$ cat src/hw/rtl/mlfq_pkg.sv
package mlfq_pkg;

	localparam int MAX_JOBS = 16;
	localparam int ID_W = $clog2(MAX_JOBS);
	localparam int CNT_W = ID_W + 1;
	localparam logic [16:0] WAIT_MAX = 17'h1FFFF;

	// command codes
	localparam logic CMD_ADMIT = 1'b0;
	localparam logic CMD_TICK = 1'b1;

	// status codes
	localparam logic [1:0] ST_TICK = 2'd0;
	localparam logic [1:0] ST_ADMIT = 2'd1;
	localparam logic [1:0] ST_REJECT = 2'd2;

	// served level codes
	localparam logic [1:0] LV_IDLE = 2'd0;
	localparam logic [1:0] LV_RR = 2'd1;
	localparam logic [1:0] LV_FC = 2'd2;

	// run event codes
	localparam logic [1:0] EV_NONE = 2'd0;
	localparam logic [1:0] EV_DEMOTE = 2'd1;
	localparam logic [1:0] EV_IO = 2'd2;
	localparam logic [1:0] EV_FINISH = 2'd3;

	// configuration register indexes
	localparam logic [1:0] REG_QUANTUM = 2'd0;
	localparam logic [1:0] REG_AGING = 2'd1;
	localparam logic [1:0] REG_IO = 2'd2;

	typedef struct packed {
		logic        command;
		logic [15:0] burst_length;
		logic [7:0]  io_count;
		logic        start_level;
	} mlfq_in_t;

	typedef struct packed {
		logic [1:0]  status;
		logic [3:0]  assigned_id;
		logic [31:0] time_now;
		logic [1:0]  served_level;
		logic [3:0]  running_id;
		logic        new_segment;
		logic [1:0]  run_event;
		logic [4:0]  promoted_count;
		logic        io_done;
		logic [3:0]  io_done_id;
		logic        all_idle;
	} mlfq_out_t;

	typedef struct packed {
		logic [1:0]  idx;
		logic [15:0] data;
	} mlfq_cfg_t;

	// controller to datapath
	typedef struct packed {
		logic admit;    // run admit step
		logic run;      // run the job at the front
		logic age_step; // age/promote one fc entry
		logic io_step;  // service I/O front
		logic finish;   // latch result
	} mlfq_cmd_t;

	// datapath to controller
	typedef struct packed {
		logic age_done;
	} mlfq_sts_t;

endpackage

$ cat src/hw/rtl/mlfq_if.sv
interface mlfq_in_if;
	import mlfq_pkg::*;
	logic     valid;
	logic     ready;
	mlfq_in_t data;
	modport source (output valid, output data, input ready);
	modport sink (input valid, input data, output ready);
endinterface

interface mlfq_out_if;
	import mlfq_pkg::*;
	logic      valid;
	logic      ready;
	mlfq_out_t data;
	modport source (output valid, output data, input ready);
	modport sink (input valid, input data, output ready);
endinterface

interface mlfq_cfg_if;
	import mlfq_pkg::*;
	logic      valid;
	logic      ready;
	mlfq_cfg_t data;
	modport source (output valid, output data, input ready);
	modport sink (input valid, input data, output ready);
endinterface

$ cat src/hw/rtl/mlfq_ctrl.sv
module mlfq_ctrl
	import mlfq_pkg::*;
(
	input  logic      clk,
	input  logic      arst_n,
	input  logic      in_valid,
	input  logic      in_command,
	output logic      in_ready,
	input  logic      out_busy,
	input  mlfq_sts_t sts,
	output mlfq_cmd_t cmd
);

	localparam logic [2:0] S_IDLE = 3'd0;
	localparam logic [2:0] S_AGE = 3'd1;
	localparam logic [2:0] S_IO = 3'd2;
	localparam logic [2:0] S_DONE = 3'd3;

	logic [2:0] state_q, state_d;

	assign in_ready = (state_q == S_IDLE);

	// sequence one item through its steps
	always_comb begin
		state_d = state_q;
		cmd = '0;
		case (state_q)
			S_IDLE: begin
				if (in_valid && in_ready) begin
					if (in_command == CMD_ADMIT) begin
						cmd.admit = 1'b1;
						state_d = S_DONE;
					end else begin
						cmd.run = 1'b1;
						state_d = S_AGE;
					end
				end
			end
			S_AGE: begin
				if (sts.age_done) state_d = S_IO;
				else cmd.age_step = 1'b1;
			end
			S_IO: begin
				cmd.io_step = 1'b1;
				state_d = S_DONE;
			end
			// hold until the output register has room
			S_DONE: begin
				if (!out_busy) begin
					cmd.finish = 1'b1;
					state_d = S_IDLE;
				end
			end
			default: state_d = S_IDLE;
		endcase
	end

	always_ff @(posedge clk or negedge arst_n) begin
		if (!arst_n) state_q <= S_IDLE;
		else state_q <= state_d;
	end

`ifndef SYNTHESIS
	a_finish_once: assert property (@(posedge clk) disable iff (!arst_n)
		cmd.finish |=> !cmd.finish) else $error("finish repeated");
	a_accept_idle: assert property (@(posedge clk) disable iff (!arst_n)
		(in_valid && in_ready) |-> state_q == S_IDLE) else $error("accept busy");
	a_io_then_done: assert property (@(posedge clk) disable iff (!arst_n)
		cmd.io_step |=> state_q == S_DONE) else $error("io not followed by finish");
`endif

endmodule

$ cat src/hw/rtl/mlfq_dp.sv
module mlfq_dp
	import mlfq_pkg::*;
(
	input  logic      clk,
	input  logic      arst_n,
	input  mlfq_cmd_t cmd,
	output mlfq_sts_t sts,
	input  mlfq_in_t  item,
	input  logic      cfg_we,
	input  mlfq_cfg_t cfg,
	output mlfq_out_t res,
	output logic      res_load
);

	logic [7:0]  quantum_q;
	logic [15:0] aging_q, iodur_q;
	logic [ID_W-1:0] rr_q [MAX_JOBS];
	logic [ID_W-1:0] fc_q [MAX_JOBS];
	logic [ID_W-1:0] io_q [MAX_JOBS];
	logic [15:0] btot_q [MAX_JOBS];
	logic [15:0] bdone_q [MAX_JOBS];
	logic [7:0]  iol_q [MAX_JOBS];
	logic [16:0] wait_q [MAX_JOBS];
	logic [ID_W-1:0] rr_head_q, io_head_q;
	logic [CNT_W-1:0] rr_cnt_q, fc_cnt_q, io_len_q, next_id_q, pos_q;
	logic [ID_W:0] chart_q;
	logic [31:0] tick_q;
	logic io_empty_q, fresh_v_q;
	logic [ID_W-1:0] fresh_q;
	mlfq_out_t r_q;

	// helpers for the current run
	logic [ID_W-1:0] rid, aid, iid;
	logic [15:0] bd1;
	logic [16:0] w1, aw, iw;
	logic [ID_W-1:0] rr_tail, io_tail;
	logic [ID_W:0] chart_new;
	logic age_here;

	assign rr_tail = rr_head_q + rr_cnt_q[ID_W-1:0];
	assign io_tail = io_head_q + io_len_q[ID_W-1:0];
	assign rid = (rr_cnt_q != '0) ? rr_q[rr_head_q] : fc_q[0];
	assign bd1 = bdone_q[rid] + 16'd1;
	assign w1 = (wait_q[rid] < WAIT_MAX) ? wait_q[rid] + 17'd1 : wait_q[rid];
	assign chart_new = ((rr_cnt_q == '0) && (fc_cnt_q == '0)) ?
		(ID_W+1)'(MAX_JOBS) : {1'b0, rid};
	assign aid = fc_q[pos_q[ID_W-1:0]];
	assign age_here = !(fresh_v_q && aid == fresh_q) && wait_q[aid] < WAIT_MAX;
	assign aw = age_here ? wait_q[aid] + 17'd1 : wait_q[aid];
	assign iid = io_q[io_head_q];
	assign iw = (wait_q[iid] < WAIT_MAX) ? wait_q[iid] + 17'd1 : wait_q[iid];
	assign sts.age_done = (pos_q >= fc_cnt_q);
	assign res_load = cmd.finish;

	// present the result with the live idle flag
	always_comb begin
		res = r_q;
		res.all_idle = (rr_cnt_q == '0) && (fc_cnt_q == '0) && (io_len_q == '0);
	end

	// control state of the scheduler
	always_ff @(posedge clk or negedge arst_n) begin
		if (!arst_n) begin
			quantum_q <= 8'd10;
			aging_q <= 16'd100;
			iodur_q <= 16'd20;
			rr_head_q <= '0;
			io_head_q <= '0;
			rr_cnt_q <= '0;
			fc_cnt_q <= '0;
			io_len_q <= '0;
			next_id_q <= '0;
			chart_q <= (ID_W+1)'(MAX_JOBS + 1);
			tick_q <= '0;
		end else begin
			if (cfg_we) begin
				case (cfg.idx)
					REG_QUANTUM: quantum_q <= cfg.data[7:0];
					REG_AGING: aging_q <= cfg.data;
					REG_IO: iodur_q <= cfg.data;
					default: ;
				endcase
			end
			if (cmd.admit && next_id_q < CNT_W'(MAX_JOBS)) begin
				next_id_q <= next_id_q + 1'b1;
				if (item.start_level) fc_cnt_q <= fc_cnt_q + 1'b1;
				else rr_cnt_q <= rr_cnt_q + 1'b1;
			end
			if (cmd.run) begin
				tick_q <= tick_q + 32'd1;
				chart_q <= chart_new;
				if (rr_cnt_q != '0) begin
					if (bd1 >= btot_q[rid]) begin
						rr_head_q <= rr_head_q + 1'b1;
						rr_cnt_q <= rr_cnt_q - 1'b1;
						if (iol_q[rid] != '0) io_len_q <= io_len_q + 1'b1;
					end else if (w1 >= {9'd0, quantum_q}) begin
						rr_head_q <= rr_head_q + 1'b1;
						rr_cnt_q <= rr_cnt_q - 1'b1;
						fc_cnt_q <= fc_cnt_q + 1'b1;
					end
				end else if (fc_cnt_q != '0 && bd1 >= btot_q[rid]) begin
					fc_cnt_q <= fc_cnt_q - 1'b1;
					if (iol_q[rid] != '0) io_len_q <= io_len_q + 1'b1;
				end
			end
			if (cmd.age_step && aw >= {1'b0, aging_q}) begin
				fc_cnt_q <= fc_cnt_q - 1'b1;
				rr_cnt_q <= rr_cnt_q + 1'b1;
			end
			if (cmd.io_step && io_len_q != '0 && !io_empty_q && iw >= {1'b0, iodur_q}) begin
				io_head_q <= io_head_q + 1'b1;
				io_len_q <= io_len_q - 1'b1;
				rr_cnt_q <= rr_cnt_q + 1'b1;
			end
		end
	end

	// payload tables and result
	always_ff @(posedge clk) begin
		if (cmd.admit) begin
			r_q.time_now <= '0;
			r_q.served_level <= LV_IDLE;
			r_q.running_id <= '0;
			r_q.new_segment <= 1'b0;
			r_q.run_event <= EV_NONE;
			r_q.promoted_count <= '0;
			r_q.io_done <= 1'b0;
			r_q.io_done_id <= '0;
			if (next_id_q < CNT_W'(MAX_JOBS)) begin
				btot_q[next_id_q[ID_W-1:0]] <= item.burst_length;
				bdone_q[next_id_q[ID_W-1:0]] <= '0;
				iol_q[next_id_q[ID_W-1:0]] <= item.io_count;
				wait_q[next_id_q[ID_W-1:0]] <= '0;
				if (item.start_level) fc_q[fc_cnt_q[ID_W-1:0]] <= next_id_q[ID_W-1:0];
				else rr_q[rr_tail] <= next_id_q[ID_W-1:0];
				r_q.status <= ST_ADMIT;
				r_q.assigned_id <= 4'(next_id_q[ID_W-1:0]);
			end else begin
				r_q.status <= ST_REJECT;
				r_q.assigned_id <= '0;
			end
		end
		if (cmd.run) begin
			r_q.status <= ST_TICK;
			r_q.assigned_id <= '0;
			r_q.time_now <= tick_q;
			r_q.new_segment <= (chart_new != chart_q);
			r_q.promoted_count <= '0;
			r_q.io_done <= 1'b0;
			r_q.io_done_id <= '0;
			io_empty_q <= (io_len_q == '0);
			pos_q <= '0;
			if (rr_cnt_q != '0 || fc_cnt_q != '0) begin
				r_q.served_level <= (rr_cnt_q != '0) ? LV_RR : LV_FC;
				r_q.running_id <= 4'(rid);
				bdone_q[rid] <= bd1;
				if (bd1 >= btot_q[rid]) begin
					fresh_v_q <= 1'b0;
					if (iol_q[rid] != '0) begin
						iol_q[rid] <= iol_q[rid] - 8'd1;
						wait_q[rid] <= '0;
						io_q[io_tail] <= rid;
						r_q.run_event <= EV_IO;
					end else begin
						if (rr_cnt_q != '0) wait_q[rid] <= w1;
						r_q.run_event <= EV_FINISH;
					end
					if (rr_cnt_q == '0) begin
						for (int i = 0; i < MAX_JOBS - 1; i++) fc_q[i] <= fc_q[i+1];
					end
				end else if (rr_cnt_q != '0) begin
					if (w1 >= {9'd0, quantum_q}) begin
						wait_q[rid] <= '0;
						fc_q[fc_cnt_q[ID_W-1:0]] <= rid;
						fresh_v_q <= 1'b1;
						fresh_q <= rid;
						r_q.run_event <= EV_DEMOTE;
					end else begin
						wait_q[rid] <= w1;
						fresh_v_q <= 1'b0;
						r_q.run_event <= EV_NONE;
					end
				end else begin
					wait_q[rid] <= '0;
					fresh_v_q <= 1'b1;
					fresh_q <= rid;
					r_q.run_event <= EV_NONE;
				end
			end else begin
				r_q.served_level <= LV_IDLE;
				r_q.running_id <= '0;
				r_q.run_event <= EV_NONE;
				fresh_v_q <= 1'b0;
			end
		end
		// one fc entry per cycle: age, then promote or advance
		if (cmd.age_step) begin
			if (aw >= {1'b0, aging_q}) begin
				wait_q[aid] <= '0;
				rr_q[rr_tail] <= aid;
				for (int i = 0; i < MAX_JOBS - 1; i++)
					if (CNT_W'(i) >= pos_q) fc_q[i] <= fc_q[i+1];
				r_q.promoted_count <= r_q.promoted_count + 5'd1;
			end else begin
				wait_q[aid] <= aw;
				pos_q <= pos_q + 1'b1;
			end
		end
		if (cmd.io_step && io_len_q != '0 && !io_empty_q) begin
			if (iw >= {1'b0, iodur_q}) begin
				bdone_q[iid] <= '0;
				wait_q[iid] <= '0;
				rr_q[rr_tail] <= iid;
				r_q.io_done <= 1'b1;
				r_q.io_done_id <= 4'(iid);
			end else begin
				wait_q[iid] <= iw;
			end
		end
		if (cmd.finish)
			r_q.all_idle <= (rr_cnt_q == '0) && (fc_cnt_q == '0) && (io_len_q == '0);
	end

`ifndef SYNTHESIS
	a_rr_bound: assert property (@(posedge clk) disable iff (!arst_n)
		rr_cnt_q <= CNT_W'(MAX_JOBS)) else $error("rr overflow");
	a_ids_bound: assert property (@(posedge clk) disable iff (!arst_n)
		next_id_q <= CNT_W'(MAX_JOBS)) else $error("id overflow");
	a_tick_step: assert property (@(posedge clk) disable iff (!arst_n)
		cmd.run |=> tick_q == $past(tick_q) + 32'd1) else $error("tick miss");
`endif

endmodule

$ cat src/hw/rtl/multilevel_feedback_queue_scheduler.sv
// Two-level feedback scheduler. Each input beat is an admit or a tick and
// gives one result beat. A tick runs the front job, then ages the
// first-come entries still waiting after the run step, one entry per
// cycle, and then services the I/O front.
// One item is in work at a time. A finished result is held in an output
// register, so the next item is accepted while it waits; that item stalls
// at its last step while the register is still full.
module multilevel_feedback_queue_scheduler
	import mlfq_pkg::*;
(
	input logic clk,
	input logic arst_n,
	mlfq_in_if.sink in_ch,
	mlfq_out_if.source out_ch,
	mlfq_cfg_if.sink cfg_ch
);

	mlfq_cmd_t cmd;
	mlfq_sts_t sts;
	mlfq_out_t res, out_q;
	logic res_load, out_v_q, out_busy;

	assign cfg_ch.ready = 1'b1;
	assign out_ch.valid = out_v_q;
	assign out_ch.data = out_q;
	assign out_busy = out_v_q && !out_ch.ready;

	mlfq_ctrl u_ctrl (
		.clk(clk), .arst_n(arst_n),
		.in_valid(in_ch.valid), .in_command(in_ch.data.command),
		.in_ready(in_ch.ready), .out_busy(out_busy),
		.sts(sts), .cmd(cmd)
	);

	mlfq_dp u_dp (
		.clk(clk), .arst_n(arst_n), .cmd(cmd), .sts(sts),
		.item(in_ch.data), .cfg_we(cfg_ch.valid), .cfg(cfg_ch.data),
		.res(res), .res_load(res_load)
	);

	// hold result until the beat is taken
	always_ff @(posedge clk or negedge arst_n) begin
		if (!arst_n) out_v_q <= 1'b0;
		else if (res_load) out_v_q <= 1'b1;
		else if (out_ch.ready) out_v_q <= 1'b0;
	end

	// capture the finished result
	always_ff @(posedge clk) begin
		if (res_load) out_q <= res;
	end

`ifndef SYNTHESIS
	a_load_room: assert property (@(posedge clk) disable iff (!arst_n)
		res_load |-> (!out_v_q || out_ch.ready)) else $error("result overwritten");
	a_hold: assert property (@(posedge clk) disable iff (!arst_n)
		(out_v_q && !out_ch.ready) |=> out_v_q) else $error("result dropped");
	a_stable: assert property (@(posedge clk) disable iff (!arst_n)
		(out_v_q && !out_ch.ready) |=> $stable(out_q)) else $error("result changed");
`endif

endmodule

$ cat src/flat_wrapper.sv
// flat-port wrapper written by rule: the top's interface ports become plain ports
module multilevel_feedback_queue_scheduler_flat import mlfq_pkg::*;
  (clk, arst_n, in_ch_valid, in_ch_data, in_ch_ready, out_ch_valid, out_ch_data, out_ch_ready, cfg_ch_valid, cfg_ch_data, cfg_ch_ready);
  mlfq_in_if in_ch_i ();
  mlfq_out_if out_ch_i ();
  mlfq_cfg_if cfg_ch_i ();
  input logic clk;
  input logic arst_n;
  input wire logic [$bits(in_ch_i.valid)-1:0] in_ch_valid;
  input wire logic [$bits(in_ch_i.data)-1:0] in_ch_data;
  output wire logic [$bits(in_ch_i.ready)-1:0] in_ch_ready;
  output wire logic [$bits(out_ch_i.valid)-1:0] out_ch_valid;
  output wire logic [$bits(out_ch_i.data)-1:0] out_ch_data;
  input wire logic [$bits(out_ch_i.ready)-1:0] out_ch_ready;
  input wire logic [$bits(cfg_ch_i.valid)-1:0] cfg_ch_valid;
  input wire logic [$bits(cfg_ch_i.data)-1:0] cfg_ch_data;
  output wire logic [$bits(cfg_ch_i.ready)-1:0] cfg_ch_ready;
  assign in_ch_i.valid = in_ch_valid;
  assign in_ch_i.data = in_ch_data;
  assign in_ch_ready = in_ch_i.ready;
  assign out_ch_valid = out_ch_i.valid;
  assign out_ch_data = out_ch_i.data;
  assign out_ch_i.ready = out_ch_ready;
  assign cfg_ch_i.valid = cfg_ch_valid;
  assign cfg_ch_i.data = cfg_ch_data;
  assign cfg_ch_ready = cfg_ch_i.ready;
  multilevel_feedback_queue_scheduler u_core (.clk(clk), .arst_n(arst_n), .in_ch(in_ch_i), .out_ch(out_ch_i), .cfg_ch(cfg_ch_i));
endmodule
$ cat config.mk
export PLATFORM = sky130hd
export DESIGN_NAME = multilevel_feedback_queue_scheduler_flat
export DESIGN_NICKNAME = d
export VERILOG_FILES = /design/src/hw/rtl/mlfq_pkg.sv /design/src/hw/rtl/mlfq_if.sv /design/src/hw/rtl/mlfq_ctrl.sv /design/src/hw/rtl/mlfq_dp.sv /design/src/hw/rtl/multilevel_feedback_queue_scheduler.sv /design/src/flat_wrapper.sv
export SDC_FILE = /design/constraint.sdc
export NUM_CORES = 2
export LEC_CHECK = 0
export BUFFER_PORTS_ARGS = -buffer_cell sky130_fd_sc_hd__buf_2
export CAP_MARGIN = 20
export CORE_UTILIZATION = 45
export CTS_CLUSTER_DIAMETER = 150
export DETAILED_ROUTE_END_ITERATION = 8
export GPL_ROUTABILITY_DRIVEN = 0
export SLEW_MARGIN = 20
export SYNTH_ARGS = -nofsm -noshare
export SYNTH_HDL_FRONTEND = slang
export SYNTH_SLANG_ARGS = --single-unit
export TNS_END_PERCENT = 10
$ cat constraint.sdc
create_clock -name clk -period 18 [get_ports clk]
set_clock_uncertainty 0.05 [all_clocks]
set_input_delay 1.8 -clock clk [delete_from_list [all_inputs] [get_ports clk]]
set_output_delay 1.8 -clock clk [all_outputs]
set_load 0.1 [all_outputs]
---- After elaboration in Yosys (flattened, before gate mapping) ----
Memory sizes are Yosys's and may differ from the RTL's. A register that Yosys moved wholly into a read port is not among the register bits.
Cells that the tools add are included.
cells by class
  $add $sub $neg .......................... 19
  equality and inequality tests ........... 12
  order comparisons ....................... 24
  reduce and logical (&&, ||, !) cells .... 45
  bitwise operators ....................... 26
  mux-type cells .......................... 229
operators with widths
  operator                 number
  $mux W17                 12
  $mux W5                  30
  $mux W1                  138
  $mux W4                  31
  $mux W51                 2
  $add A17 B1 Y17 const B  3
  $lt A17 B17 Y1 const B   3
  $reduce_or A17 Y1        3
  $ge A4 B5 Y1 const A     7
  $ge A17 B16 Y1           2
  $add A32 B1 Y32 const B  1
  $mux W16                 2
  $reduce_or A16 Y1        2
  $add A5 B1 Y5 const B    6
  $or A1 B1 Y1             24
  $ge A3 B5 Y1 const A     4
  $ge A17 B8 Y1            1
  $add A16 B1 Y16 const B  1
  $ge A16 B16 Y1           1
  $logic_not A5 Y1         3
  $reduce_bool A5 Y1       3
  $sub A5 B1 Y5 const B    3
  $mux W2                  7
  $logic_and A1 B1 Y1      12
  other kinds (34)         54
word-level totals
  RAM bits ................................ 1104
  memories kept ........................... 7
  input bits .............................. 49
  output and inout port bits .............. 61
  logic and storage cells ................. 400
  bits in registers ....................... 235
memory list
  name                 depth  width  rd ports  clocked after Yosys merged registers in  write ports  RTL line       RTL
  u_core.u_dp.wait_q   16     17     3         0                                        1            mlfq_dp.sv:23  logic [16:0] wait_q [MAX_JOBS];
  u_core.u_dp.bdone_q  16     16     1         0                                        1            mlfq_dp.sv:21  logic [15:0] bdone_q [MAX_JOBS];
  u_core.u_dp.btot_q   16     16     1         0                                        1            mlfq_dp.sv:20  logic [15:0] btot_q [MAX_JOBS];
  u_core.u_dp.iol_q    16     8      1         0                                        1            mlfq_dp.sv:22  logic [7:0] iol_q [MAX_JOBS];
  u_core.u_dp.fc_q     16     4      17        1                                        15           mlfq_dp.sv:18  logic [ID_W-1:0] fc_q [MAX_JOBS];
  u_core.u_dp.io_q     16     4      1         0                                        1            mlfq_dp.sv:19  logic [ID_W-1:0] io_q [MAX_JOBS];
  1 more memories      -      -      -         -                                        -            -

---- Longest topological paths before layout ----
An unclocked memory read counts as a cell.
  word-level depth ........................ 19
  mapped depth ............................ 45
  depth with buffers taken out ............ 30

---- Cells and area by module ----
A second synthesis with hierarchy kept.
second synthesis, totals
  cell total of the unflattened synthesis .. 7233
  area total of the unflattened synthesis .. 72464.5 um^2
by module, submodules not included
  module                               cells each  times used  area each (um^2)  sequential area each (um^2)
  mlfq_dp                              7150        1           70466.3           35059.9
  multilevel_feedback_queue_scheduler  63          1           1798.0            1766.7
  mlfq_ctrl                            20          1           200.2             50.0

---- Worst setup path before layout ----
No wires, ideal clock.
  path type ............................... flip-flop to flip-flop
  start ................................... register u_core.u_dp.rr_cnt_q[0]
  end ..................................... memory u_core.u_dp.wait_q[9][0] (enable)
  data required time ...................... 17.515 ns
  period minus slack after synthesis ...... 10.120 ns
  library setup time ...................... 0.435 ns
  cell stages (with the launch flop) ...... 44
  arrival time ............................ 9.636 ns
  setup slack ............................. 7.880 ns
  path through ............................ dfrtp_1 -> inv_1 -> ha_1 -> or4b_4 -> buf_6 -> and2_1 -> clkbuf_1 -> and3_1 -> buf_6 -> nor2_8 -> inv_2 -> buf_2 -> buf_6 -> buf_2 -> buf_1 -> buf_2 -> buf_2 -> buf_1 -> (+8 left out) -> a31oi_1 -> ha_1 -> nand2b_1 -> a21o_1 -> a21o_1 -> a21o_1 -> a21o_1 -> a21o_1 -> a21o_1 -> a21oi_1 -> o211ai_1 -> a31o_2 -> clkbuf_1 -> a31oi_1 -> nand3_1 -> o311a_1 -> nand2b_1 -> nor4_1
between the ends
  word-level cells in the longest chain between the ends .. 19
RTL lines
  what                                                               RTL line        RTL
  from (decl)                                                        mlfq_dp.sv:25   logic [CNT_W-1:0] rr_cnt_q, fc_cnt_q, io_len_q, next_id_q, pos_q;
  from (signal assigned)                                             mlfq_dp.sv:87   else rr_cnt_q <= rr_cnt_q + 1'b1;
  from (signal assigned)                                             mlfq_dp.sv:95   rr_cnt_q <= rr_cnt_q - 1'b1;
  from (signal assigned)                                             mlfq_dp.sv:99   rr_cnt_q <= rr_cnt_q - 1'b1;
  $reduce_bool A5 Y1 *                                               mlfq_dp.sv:42   assign rid = (rr_cnt_q != '0) ? rr_q[rr_head_q] : fc_q[0];
  $mux W4 *                                                          mlfq_dp.sv:42
  named net u_core.u_dp.rid[1]                                       mlfq_dp.sv:33   logic [ID_W-1:0] rid, aid, iid;
  $mem_v2 Z16 W17                                                    -
  $add A17 B1 Y17 or $lt A17 B17 Y1 (tied branches)                  mlfq_dp.sv:44   assign w1 = (wait_q[rid] < WAIT_MAX) ? wait_q[rid] + 17'd1 : wait_q[rid];
  $mux W17                                                           mlfq_dp.sv:44
  $ge A17 B8 Y1                                                      mlfq_dp.sv:173  if (w1 >= {9'd0, quantum_q}) begin
  $mux W1                                                            mlfq_dp.sv:173
  $mux W1                                                            mlfq_dp.sv:172  end else if (rr_cnt_q != '0) begin
  $mux W1                                                            mlfq_dp.sv:158  if (bd1 >= btot_q[rid]) begin
  $mux W1                                                            mlfq_dp.sv:154  if (rr_cnt_q != '0 || fc_cnt_q != '0) begin
  $mux W1                                                            mlfq_dp.sv:144  if (cmd.run) begin
  $mux W1 (implied by the code)                                      mlfq_dp.sv:174  wait_q[rid] <= '0;
  $or A1 B1 Y1 (no source line) (3 in series)                        -
  $reduce_or A17 Y1 (no source line)                                 -
  $mux W4 (no source line) or $mux W1 (tied branches) (3 in series)  -
  to (decl)                                                          mlfq_dp.sv:23
Mark *: on every way through the listed nets, which the timed path passes. The rest lies on a longest branch.

---- Worst setup path after layout ----
  start ................................... register u_core.u_dp.rr_cnt_q[1]
  end ..................................... memory u_core.u_dp.wait_q[12][12], data pin
between the ends
  word-level cells in the longest chain between the ends .. 19
RTL lines
  what                                               RTL line
  $reduce_bool A5 Y1 *                               -
  $mux W4                                            mlfq_dp.sv:42
  $mem_v2 Z16 W17                                    -
  $add A17 B1 Y17 or $lt A17 B17 Y1 (tied branches)  mlfq_dp.sv:44
  $mux W17                                           mlfq_dp.sv:44
  $ge A17 B8 Y1                                      mlfq_dp.sv:173
  $mux W1                                            mlfq_dp.sv:173
  $mux W1                                            mlfq_dp.sv:172
  $mux W1                                            mlfq_dp.sv:158
  $mux W1                                            mlfq_dp.sv:154
  $mux W1                                            mlfq_dp.sv:144
  $mux W1 (implied by the code)                      mlfq_dp.sv:174
  $or A1 B1 Y1 (no source line) (3 in series)        -
  $reduce_or A17 Y1 (no source line)                 -
  $mux W17 (no source line) * (3 in series)          -
Every way passes the cells marked *; elsewhere a longest branch is shown, timed or not.

==> metrics.txt <==
status=finished, violations left; failing checks=design-rule violations; unrepaired setup endpoints after global routing=false; synthesis-to-finish area growth=11.4%; Inst Count DP=between 7k and 8k; Crit Path Max Fanout=116; final cycle utilization of the critical path=0.655; largest net degree at the start of global routing=slightly below 200; Final Hold Viols=0; CTS root buffer=clkbuf_16; Clock Sinks=1338; hold_buf cts=0; Place WS=6690 ps; CTS Buffer Depth=3; CTS clk-pin slew, worst paths=60 ps; top area cells in the synthesized netlist=edfxtp_1, nand2_1, dfrtp_1; Finished Layout Cells=7525; DR DRC count=4; WP data required=18450 ps; Antenna Nets Post-Route=0; global route overflow=0; Synth Area per Inst=about 12 µm²; GR Util All Layers=0.279; H-tree levels=4; Pre-antenna DRT Iters=8; worst-skew pair later-pin latency=about 810 ps; # rows=around 140; critical path type=reg2reg; Arrival @ worst endpoint=12240 ps; mapped cell area=roughly 65000 µm²; main flop type after synthesis=edfxtp_1; Ports=110; Iteration-0 DRC Markers=~7k; width of the die=383 µm; Post-synth ARST share=0.0807; cell taking the most area after synthesis=edfxtp_1; FMAX=about 85 MHz; CP startpoint kind=register; r2r startpoint=u_core.u_dp.rr_cnt_q[1]; vias in the first global route=44.9k; Cells after Synth=5481; minimum clock period=11780 ps; Worst Setup Slack, final=6220 ps; Unique masters post-synth=approximately 110; CTS tree=yes; sequential area share after synthesis=0.604; # Post-CTS Setup Buffers=0; Setup violations, final=0; register area=between 30000 and 40000 µm²; min-delay src=u_core.u_dp.res[35]; top post-synthesis cells by count=edfxtp_1, nand2_1, nand3_1, and3_1, mux2i_1; via count=47.8k; fillcell total=about 12k; Post-CTS Resized=0; WL per Instance=27.6 µm; max capacitance violation total=0; Ys Warns=0; global-route wire length before repair=304000 µm; Final #Nets=5651; initial antenna violation count=7; Crit. Startpoint=u_core.u_dp.rr_cnt_q[1]; vias per std cell=6.35; core area=about 140000 µm²; slowest cell on the critical path=nor4b_1; IO Port Bufs=108; max incr delay on CP=980 ps; share of cells above drive strength 1=0.136; DP HPWL=130000 µm; TritonCTS buffer count=146; Least-Margin Pin Slew=roughly 1100 ps; area occupied by multi-input gates=24100 µm²; slew margin rel.=0.241; EDFF count, synth=approximately 1.2k; top-count cell post-synth=edfxtp_1; flops & latches, synth=~1.3k; Fin Setup TNS=0 ps; initial core utilization=0.454; Die Area=147000 µm²; HP Class=reg2reg; Max Transition Viols Final=0; Detailed Route WL=~210000 µm; Crit. End Element=register; Post-Syn Nets=5632; chip height=between 300 and 400 µm; Yosys top cell area share=0.556
-- cell usage in the layout, fill, tap and decap left out, types with 26 or more instances in the layout --
cell type  Yosys  final
xnor2_1       92     92
a21oi_1      114    112
dfrtp_1       99     99
inv_1        114    112
a211oi_1     111    111
mux4_2        50     50
a31oi_1       52     52
nand2_1      983    981
buf_2         83    107
edfxtp_1    1209   1209
ha_1          99     99
and2_1        54     48
o31ai_1       36     36
nor2_1       163    136
o211ai_1      63     63
buf_4          7    135
mux2_2       122    122
mux2i_1      211    209
a311oi_1     121    120
nand3_1      359    357
clkbuf_16      0    147
xor2_1        41     41
o21ai_0      145    143
nand4_1       55     55
a21o_1        32     32
and3_1       213    210
a31o_2        26     26
clkbuf_1     209     31
nor3_1        71     67
-- final cells by class --
type / instances / share of cell area
flip-flops and latches: 1338 / 0.542
multi-input cells: 3650 / 0.331
clock buffers: 186 / 0.0536
well taps: 1903 / 0.0327
repair buffers: 245 / 0.0220
clock inverters: 79 / 0.0119
inverters: 119 / 0.00660
diodes: 5 / 0.000172
-- sequential cells by signal, summed over array words and instances (netlist names), 5 cells and up --
register	flops
u_core.u_dp.rr_cnt_q	5
u_core.u_dp.wait_q	272
u_core.u_dp.io_q	64
u_core.u_dp.iodur_q	16
u_core.u_dp.next_id_q	5
u_core.u_dp.pos_q	5
u_core.u_dp.chart_q	5
u_core.u_dp.tick_q	32
u_core.u_dp.fc_cnt_q	5
u_core.out_ch.data	58
u_core.u_dp.io_len_q	5
u_core.u_dp.btot_q	256
u_core.u_dp.aging_q	16
u_core.u_dp.fc_q	64
u_core.u_dp.bdone_q	256
u_core.u_dp.quantum_q	8
u_core.u_dp.res	57
u_core.u_dp.iol_q	128
u_core.u_dp.rr_q	64
-- through the flow --
stage,area (µm²),hold slack (ps),util
after CTS,72700,364,0.506
after detailed placement,68000,355,0.473
after global placement,67900,352,0.472
final,72800,366,0.506
after global routing,72800,371,0.506
after floorplan,65300,350,-
-- cell families after synthesis --
logic type | Yosys count | synth area share
and+or+nand+nor | 2061 | 0.148
DFF | 1338 | 0.604
AOI/OAI and AO/OA | 969 | 0.108
buffers and inverters | 493 | 0.0314
muxes | 384 | 0.0708
xor gates and xnor gates | 133 | 0.0178
adders and majority gates | 102 | 0.0199
other | 1 | 0.0000574
-- layer usage --
layer,global-route usage,part of all wire,wire [µm],vias to the layer above
met2,0.435,0.46,95500,2662
met4,0.114,0.041,8500,4
met3,0.0510,0.094,19600,510
li1,-,-,-,20900
met1,0.384,0.41,84300,23700
met5,0,0.00016,33,-
-- worst max-delay path: cells and delay by family, from the launching register on --
family                   cells  cell delay (ps)
multiplexers                 1              160
flip-flops                   1              440
AND/OR/NAND/NOR             14             4930
buffers and inverters        4             2000
AO/OA/AOI/OAI                9             2860
XOR/XNOR                     1              380
adder cells (fa/ha/maj)      2              530
-- final timing paths --
| path | end | slack, ps | cells past startpoint |
|---|---|---|---|
| setup / recovery | u_core.u_dp.wait_q[12][12] | 6220 | 31 |
| hold / removal | u_core.out_ch.data[35] | 370 | 0 |
| setup reg to reg | u_core.u_dp.wait_q[12][12] | 6220 | 31 |
| hold reg to reg | u_core.out_ch.data[35] | 370 | 0 |
| max in group asynchronous | u_core.u_dp.tick_q[31] | 15460 | 2 |
| min in group asynchronous | u_core.u_dp.iodur_q[7] | 980 | 1 |
Power is not shown: default switching activity piles up to over one toggle a cycle in this logic, so the estimate is an artifact.
